<file path="src/rtl/srf_pll_phase_tracker_unit_defines.svh">
// assertion macros shared by the phase tracker rtl
`ifndef SRF_PLL_PHASE_TRACKER_UNIT_DEFINES_SVH
`define SRF_PLL_PHASE_TRACKER_UNIT_DEFINES_SVH

`ifndef SYNTHESIS
// same-cycle implication, checked out of reset
`define SRFPLL_ASSERT(lbl, ante, cons, msg) \
    lbl: assert property (@(posedge i_clk) disable iff (!i_rst_n) (ante) |-> (cons)) \
        else $error(msg);
// next-cycle implication, checked out of reset
`define SRFPLL_ASSERT_NEXT(lbl, ante, cons, msg) \
    lbl: assert property (@(posedge i_clk) disable iff (!i_rst_n) (ante) |=> (cons)) \
        else $error(msg);
`else
`define SRFPLL_ASSERT(lbl, ante, cons, msg)
`define SRFPLL_ASSERT_NEXT(lbl, ante, cons, msg)
`endif

`endif

</file>
<file path="src/rtl/srfpll_pkg.sv">
// types, constants and microprogram of the phase tracker
`timescale 1ns / 1ps
`default_nettype none

package srfpll_pkg;

    // fixed formats
    localparam int PHASE_BITS      = 32;
    localparam int SINE_TABLE_BITS = 10;
    localparam int SAMPLE_BITS     = 16;
    localparam int INTEG_FRAC_BITS = 16;
    localparam int REG_BITS        = 31;
    localparam int INTEG_BITS      = 48;
    localparam int POLY_FRAC       = 30;
    localparam int MUL_BITS        = 32;
    localparam int PROD_BITS       = 2 * MUL_BITS;
    localparam int TAB_BITS        = SAMPLE_BITS - 1;
    localparam int K_BITS          = SINE_TABLE_BITS + 1;
    localparam int CFG_IDX_BITS    = 3;
    localparam int PC_BITS         = 5;

    localparam logic [K_BITS-1:0] QTR = K_BITS'(1 << SINE_TABLE_BITS);

    // odd sine polynomial, q30
    localparam logic signed [MUL_BITS-1:0] C1 = 32'sd1686629713;
    localparam logic signed [MUL_BITS-1:0] C3 = -32'sd693598669;
    localparam logic signed [MUL_BITS-1:0] C5 = 32'sd85569305;
    localparam logic signed [MUL_BITS-1:0] C7 = -32'sd5026995;
    localparam logic signed [MUL_BITS-1:0] C9 = 32'sd172272;

    // register indexes
    localparam logic [CFG_IDX_BITS-1:0] CFG_NOMINAL_STEP = 3'd0;
    localparam logic [CFG_IDX_BITS-1:0] CFG_PROP_GAIN    = 3'd1;
    localparam logic [CFG_IDX_BITS-1:0] CFG_INTEG_GAIN   = 3'd2;
    localparam logic [CFG_IDX_BITS-1:0] CFG_STEP_MIN     = 3'd3;
    localparam logic [CFG_IDX_BITS-1:0] CFG_STEP_MAX     = 3'd4;

    // register reset values
    localparam logic [REG_BITS-1:0] RST_NOMINAL_STEP = 31'd21474836;
    localparam logic [REG_BITS-1:0] RST_PROP_GAIN    = 31'd3417826;
    localparam logic [REG_BITS-1:0] RST_INTEG_GAIN   = 31'd447981158;
    localparam logic [REG_BITS-1:0] RST_STEP_MIN     = 31'd19327352;
    localparam logic [REG_BITS-1:0] RST_STEP_MAX     = 31'd23622320;

    typedef logic [3:0]         t_alu;
    typedef logic [3:0]         t_mul;
    typedef logic [1:0]         t_coef;
    typedef logic [1:0]         t_cond;
    typedef logic [PC_BITS-1:0] t_pc;

    // datapath write-back operations
    localparam t_alu ALU_NOP   = 4'd0;
    localparam t_alu ALU_LDX   = 4'd1;
    localparam t_alu ALU_X2    = 4'd2;
    localparam t_alu ALU_POLY  = 4'd3;
    localparam t_alu ALU_S     = 4'd4;
    localparam t_alu ALU_TAB   = 4'd5;
    localparam t_alu ALU_ACC   = 4'd6;
    localparam t_alu ALU_D     = 4'd7;
    localparam t_alu ALU_Q     = 4'd8;
    localparam t_alu ALU_INT   = 4'd9;
    localparam t_alu ALU_SUM   = 4'd10;
    localparam t_alu ALU_CLAMP = 4'd11;
    localparam t_alu ALU_PHASE = 4'd12;

    // multiplier operand pairs
    localparam t_mul MUL_NONE = 4'd0;
    localparam t_mul MUL_XX   = 4'd1;
    localparam t_mul MUL_C9X2 = 4'd2;
    localparam t_mul MUL_PX2  = 4'd3;
    localparam t_mul MUL_PX   = 4'd4;
    localparam t_mul MUL_SMAX = 4'd5;
    localparam t_mul MUL_ACS  = 4'd6;
    localparam t_mul MUL_BSN  = 4'd7;
    localparam t_mul MUL_BCS  = 4'd8;
    localparam t_mul MUL_ASN  = 4'd9;
    localparam t_mul MUL_IGQ  = 4'd10;
    localparam t_mul MUL_PGQ  = 4'd11;

    // polynomial coefficient for the add step
    localparam t_coef COEF_C7 = 2'd0;
    localparam t_coef COEF_C5 = 2'd1;
    localparam t_coef COEF_C3 = 2'd2;
    localparam t_coef COEF_C1 = 2'd3;

    // sequencing
    localparam t_cond COND_NEXT     = 2'd0;
    localparam t_cond COND_WAIT_IN  = 2'd1;
    localparam t_cond COND_LOOP     = 2'd2;
    localparam t_cond COND_HOLD_OUT = 2'd3;

    // landmark steps of the program
    localparam t_pc PC_IDLE = 5'd0;
    localparam t_pc PC_LDX  = 5'd1;
    localparam t_pc PC_TAB  = 5'd15;
    localparam t_pc PC_FIN  = 5'd25;
    localparam t_pc PC_LAST = 5'd25;

    typedef struct packed {
        t_alu  alu;
        t_mul  mul;
        t_coef coef;
        t_cond cond;
        t_pc   target;
    } t_uword;

    // sequencer to datapath
    typedef struct packed {
        t_alu  alu;
        t_mul  mul;
        t_coef coef;
        logic  pass;
        logic  in_ready;
    } t_ctrl;

    // datapath to sequencer
    typedef struct packed {
        logic in_valid;
        logic out_busy;
    } t_stat;

    function automatic t_uword uw(t_alu alu, t_mul mul, t_coef coef, t_cond cond,
                                  t_pc target);
        t_uword w;
        w.alu    = alu;
        w.mul    = mul;
        w.coef   = coef;
        w.cond   = cond;
        w.target = target;
        return w;
    endfunction

    // control store
    function automatic t_uword ucode(t_pc pc);
        t_uword w;
        case (pc)
            5'd0:  w = uw(ALU_NOP,   MUL_NONE, COEF_C7, COND_WAIT_IN,  PC_IDLE);
            5'd1:  w = uw(ALU_LDX,   MUL_NONE, COEF_C7, COND_NEXT,     PC_IDLE);
            5'd2:  w = uw(ALU_NOP,   MUL_XX,   COEF_C7, COND_NEXT,     PC_IDLE);
            5'd3:  w = uw(ALU_X2,    MUL_NONE, COEF_C7, COND_NEXT,     PC_IDLE);
            5'd4:  w = uw(ALU_NOP,   MUL_C9X2, COEF_C7, COND_NEXT,     PC_IDLE);
            5'd5:  w = uw(ALU_POLY,  MUL_NONE, COEF_C7, COND_NEXT,     PC_IDLE);
            5'd6:  w = uw(ALU_NOP,   MUL_PX2,  COEF_C7, COND_NEXT,     PC_IDLE);
            5'd7:  w = uw(ALU_POLY,  MUL_NONE, COEF_C5, COND_NEXT,     PC_IDLE);
            5'd8:  w = uw(ALU_NOP,   MUL_PX2,  COEF_C7, COND_NEXT,     PC_IDLE);
            5'd9:  w = uw(ALU_POLY,  MUL_NONE, COEF_C3, COND_NEXT,     PC_IDLE);
            5'd10: w = uw(ALU_NOP,   MUL_PX2,  COEF_C7, COND_NEXT,     PC_IDLE);
            5'd11: w = uw(ALU_POLY,  MUL_NONE, COEF_C1, COND_NEXT,     PC_IDLE);
            5'd12: w = uw(ALU_NOP,   MUL_PX,   COEF_C7, COND_NEXT,     PC_IDLE);
            5'd13: w = uw(ALU_S,     MUL_NONE, COEF_C7, COND_NEXT,     PC_IDLE);
            5'd14: w = uw(ALU_NOP,   MUL_SMAX, COEF_C7, COND_NEXT,     PC_IDLE);
            5'd15: w = uw(ALU_TAB,   MUL_NONE, COEF_C7, COND_LOOP,     PC_LDX);
            5'd16: w = uw(ALU_NOP,   MUL_ACS,  COEF_C7, COND_NEXT,     PC_IDLE);
            5'd17: w = uw(ALU_ACC,   MUL_BSN,  COEF_C7, COND_NEXT,     PC_IDLE);
            5'd18: w = uw(ALU_D,     MUL_BCS,  COEF_C7, COND_NEXT,     PC_IDLE);
            5'd19: w = uw(ALU_ACC,   MUL_ASN,  COEF_C7, COND_NEXT,     PC_IDLE);
            5'd20: w = uw(ALU_Q,     MUL_NONE, COEF_C7, COND_NEXT,     PC_IDLE);
            5'd21: w = uw(ALU_NOP,   MUL_IGQ,  COEF_C7, COND_NEXT,     PC_IDLE);
            5'd22: w = uw(ALU_INT,   MUL_PGQ,  COEF_C7, COND_NEXT,     PC_IDLE);
            5'd23: w = uw(ALU_SUM,   MUL_NONE, COEF_C7, COND_NEXT,     PC_IDLE);
            5'd24: w = uw(ALU_CLAMP, MUL_NONE, COEF_C7, COND_NEXT,     PC_IDLE);
            5'd25: w = uw(ALU_PHASE, MUL_NONE, COEF_C7, COND_HOLD_OUT, PC_IDLE);
            default: w = uw(ALU_NOP, MUL_NONE, COEF_C7, COND_HOLD_OUT, PC_IDLE);
        endcase
        return w;
    endfunction

endpackage

`default_nettype wire

</file>
<file path="src/rtl/srfpll_seq.sv">
// microprogram sequencer: step counter, control store and jumps
`timescale 1ns / 1ps
`default_nettype none
`include "srf_pll_phase_tracker_unit_defines.svh"

module srfpll_seq (
    input  wire                      i_clk,
    input  wire                      i_rst_n,
    input  wire srfpll_pkg::t_stat   i_stat,
    output srfpll_pkg::t_ctrl        o_ctrl
);
    import srfpll_pkg::*;

    t_pc    r_pc;
    t_pc    n_pc;
    logic   r_pass;
    logic   n_pass;
    logic   w_hold;
    t_uword w_uw;

    // current control word
    assign w_uw = ucode(r_pc);

    // next step and table pass flag
    always_comb begin
        n_pc   = r_pc + t_pc'(1);
        n_pass = r_pass;
        w_hold = 1'b0;
        case (w_uw.cond)
            COND_NEXT: begin
            end
            COND_WAIT_IN: begin
                if (i_stat.in_valid) begin
                    n_pass = 1'b0;
                end else begin
                    n_pc = r_pc;
                end
            end
            COND_LOOP: begin
                if (!r_pass) begin
                    n_pc   = w_uw.target;
                    n_pass = 1'b1;
                end
            end
            COND_HOLD_OUT: begin
                if (i_stat.out_busy) begin
                    n_pc   = r_pc;
                    w_hold = 1'b1;
                end else begin
                    n_pc = w_uw.target;
                end
            end
            default: begin
                n_pc = PC_IDLE;
            end
        endcase
    end

    always_ff @(posedge i_clk) begin
        if (!i_rst_n) begin
            r_pc   <= PC_IDLE;
            r_pass <= 1'b0;
        end else begin
            r_pc   <= n_pc;
            r_pass <= n_pass;
        end
    end

    // control out, write-back suppressed while the result waits
    assign o_ctrl.alu      = w_hold ? ALU_NOP : w_uw.alu;
    assign o_ctrl.mul      = w_uw.mul;
    assign o_ctrl.coef     = w_uw.coef;
    assign o_ctrl.pass     = r_pass;
    assign o_ctrl.in_ready = (w_uw.cond == COND_WAIT_IN);

    `SRFPLL_ASSERT(a_pc_range, 1'b1, r_pc <= PC_LAST, "step counter left the program")
    `SRFPLL_ASSERT_NEXT(a_second_pass, (r_pc == PC_TAB) && !r_pass,
        (r_pc == PC_LDX) && r_pass, "table loop did not run its second pass")
    `SRFPLL_ASSERT_NEXT(a_fin_hold, (r_pc == PC_FIN) && i_stat.out_busy, r_pc == PC_FIN,
        "finish step left while the result register was full")

endmodule

`default_nettype wire

</file>
<file path="config.mk">
export PLATFORM = sky130hd
export DESIGN_NAME = srfpll_seq
export DESIGN_NICKNAME = d
export VERILOG_FILES = /design/src/rtl/srfpll_pkg.sv /design/src/rtl/srfpll_seq.sv
export VERILOG_INCLUDE_DIRS = /design/src /design/src/rtl
export SDC_FILE = /design/constraint.sdc
export NUM_CORES = 1
export LEC_CHECK = 0
export BUFFER_PORTS_ARGS = -buffer_cell sky130_fd_sc_hd__buf_4
export CAP_MARGIN = 20
export CORE_ASPECT_RATIO = 0.6
export CORE_MARGIN = 3
export CORE_UTILIZATION = 50
export CTS_BUF_LIST = sky130_fd_sc_hd__clkbuf_2 sky130_fd_sc_hd__clkbuf_4 sky130_fd_sc_hd__clkbuf_8
export CTS_CLUSTER_DIAMETER = 30
export DETAILED_ROUTE_END_ITERATION = 8
export PLACE_DENSITY = 0.69
export SYNTH_ARGS = -nofsm -noshare
export SYNTH_HDL_FRONTEND = slang
export SYNTH_SLANG_ARGS = --single-unit
</file>
<file path="constraint.sdc">
create_clock -name i_clk -period 5.4 [get_ports i_clk]
set_input_delay 0.54 -clock i_clk [delete_from_list [all_inputs] [get_ports i_clk]]
set_output_delay 0.54 -clock i_clk [all_outputs]
set_load 0.01 [all_outputs]
</file>
==> impl_metrics.ini <==
[layout]
final_net_count = 156
final_cell_mix = dfxtp_1 (19), buf_4 (16), nand2_1 (13), inv_1 (12), nor2_1 (10)
n_fill_cell = 201
fin_cells = 176
multi_input_area_sq_um = 672
n_antenna_cell = 0
seq_area_sq_um = 380
final_common_cell = dfxtp_1
final_layout_size_suffix_gt1_share_pct = 24.0
area_growth_pct = 9.82

[worst_setup_path]
cp-end-kind = register
crit_path_max_fanout = 7
critPathSlowestCell = dfxtp_1
crit_type = reg2reg
critPathLaunchType = register
worstPathArrival_ps = 2500
crit_required_ps = 5570
crit_chain = nand2b_4, nand3_1, o31a_1, o22a_2, inv_1, ha_1, mux2i_1, o22ai_1, a2bb2oi_1
critPathMaxStageDelay_ps = 440

[synth]
avgSynthCellArea_sq_um = 8.68
synthCells = 138
synthAdderAreaFrac_pct = 5.22
synth_mux_area_share_pct = 4.18
synth_top_area_share_pct = 31.8
synthTopCellsByArea = dfxtp_1 (32%), ha_1 (5.2%), buf_4 (4.4%)
synthSimpleGateAreaFrac_pct = 20.5
ys_async_sr_fraction_pct = 0
synth-seq-cells = 19
yosysWarnings = 0
ys_seq_area_share_pct = 31.8
synth_compound_area_share_pct = 23.3
ys_types = 44
yosys.area.top_type = dfxtp_1
synth_nets = 147
syn-cell-area_sq_mm = 0.00120
synth-edff-count = 0
synth_xor_area_share_pct = 2.93
yosys_most_used_dff = dfxtp_1
synth_top_family_by_area = compound AO/OA/AOI/OAI gates

[power_and_ir_drop]
p_leak_uw = 0.000596
power.density_mw_per_mm2 = 351
ir_worst_vdd_uv = 179
totalPowerFinal_uw = 461

[placed_design]
gp_congestion = 0.880
dp_hpwl_microns = 1940
io_buffers = 15
dp.cells = 172

[global_routing]
grt_pass1_wl_microns = 4070
antenna_found_initial = 0
grt_pass1_vias = 844
grt-ovfl-total = 0
grt_usage_pct = 17.0
grt_max_degree = 12

[drt]
drtAntennaViolNets = 0
dr_total_vias = 982
wl_per_cell_microns = 14.2
drt_iter0_drc = 72
drt-total-wl_microns = 2500
drc = 0
avgViaCountPerCell = 5.58
first_pass_iters = 4

[timing]
finalClockSkew_ps = 3.35
setup_violations = 0
hold_viol_final = 0
fin_crit_sh_pct = 43.1
rsz0062_at_grt = false
min_period_ps = 2330
fmax_mhz = 430
slew_viol_final = 0
finalSetupTns_ps = 0
worst_pin_slew_ps = 339
max_slew_margin_pct = 77.2

[floorplan]
die_x_microns = 69.2
die_area_sq_mm = 0.00304
ios = 16
start_util_pct = 54.1
rows = 13
fp.dieH_microns = 43.9
core_sq_mm = 0.00221

[cts]
worstSkewPairLatency_ps = 250
hold_buffers = 0
clk_path_buf_depth = 2
post_cts_buffers = 0
cts_num_sinks = 19
path_clk_slew_ps = 70
ctsResizeCount = 0
htree_num_levels = 1
cts-root-buf = clkbuf_8
cts_made_buffers = 3
tritoncts = built

[flow_run]
maxCapViolCount = 0

[worst_hold_path]
hold_path.class = in2reg

[status]
outcome = complete, no violations
-- layout make-up --
class | instances | share of cell area (%)
multi-input cells | 92 | 51.1
flip-flops and latches | 19 | 28.9
repair buffers | 16 | 9.13
inverters | 15 | 4.28
clock buffers | 4 | 3.71
well taps | 30 | 2.85
-- critical path: cells and delay by family, from the launching register on --
kind	cells	cell delay, ps
AO/OA/AOI/OAI	4	790
flip-flops	1	440
AND/OR/NAND/NOR	2	410
adder cells (fa/ha/maj)	1	290
buffers and inverters	1	200
multiplexers	1	110
-- per-stage QoR --
stage	utilization [%]	cell area (sq um)	hold slack, ps	setup slack, ps
finish	59.4	1320	487	3070
floorplan	-	1200	497	3320
CTS	59.4	1320	486	3130
detailed placement	57.2	1270	532	2870
global placement	57.2	1270	511	2930
global route	59.4	1320	493	2970
-- worst paths after layout --
check	slack [ps]	cells past startpoint	from	to
worst max-delay path	3070	9	w_uw[6]	w_uw[14]
worst min-delay path	490	2	i_stat[1]	r_pass
worst max register to register	3070	9	w_uw[6]	w_uw[14]
worst min register to register	540	2	r_pass	r_pass
-- cells by family (layout without fill, tap and decap cells) --
| logic type | after synthesis | after routing |
|---|---|---|
| and+or+nand+nor | 46 | 46 |
| xor gates and xnor gates | 4 | 4 |
| AOI/OAI and AO/OA | 32 | 32 |
| adders and majority gates | 5 | 5 |
| buffers and inverters | 27 | 35 |
| muxes | 5 | 5 |
| DFF | 19 | 19 |
-- registers in the layout, indices dropped and copies added, names as in the netlist --
| register | flops |
|---|---|
| w_uw | 13 |
| r_pc | 5 |
| r_pass | 1 |
-- cells in the mapped netlist (3+ instances only) --
master and count:
dfxtp_1 19, nand2_1 13, inv_1 12, nor2_1 10, buf_4 7, and2_1 5
ha_1 5, mux2i_1 5, a31oi_1 4, nand3_1 4, a21oi_1 3, inv_2 3
nand2b_1 3, o31ai_1 3, o32ai_1 3, xnor2_1 3
-- report_power, final --
group          switching [uW]  total [uW]  internal (uW)
clock network            44.6         102           57.5
logic                    98.3         180           81.8
registers                20.5         179            158
total                     163         461            298
-- metal layers --
layer | GRT usage [%] | vias to the layer above | wire length, microns
met2 | 25.0 | 31 | 1050
met3 | 5.32 | 2 | 168
met4 | 2.33 | 0 | 5
met1 | 24.8 | 455 | 1280
met5 | 0 | - | 0
li1 | - | 494 | -
Note: power is estimated with default switching activity, not from simulation.
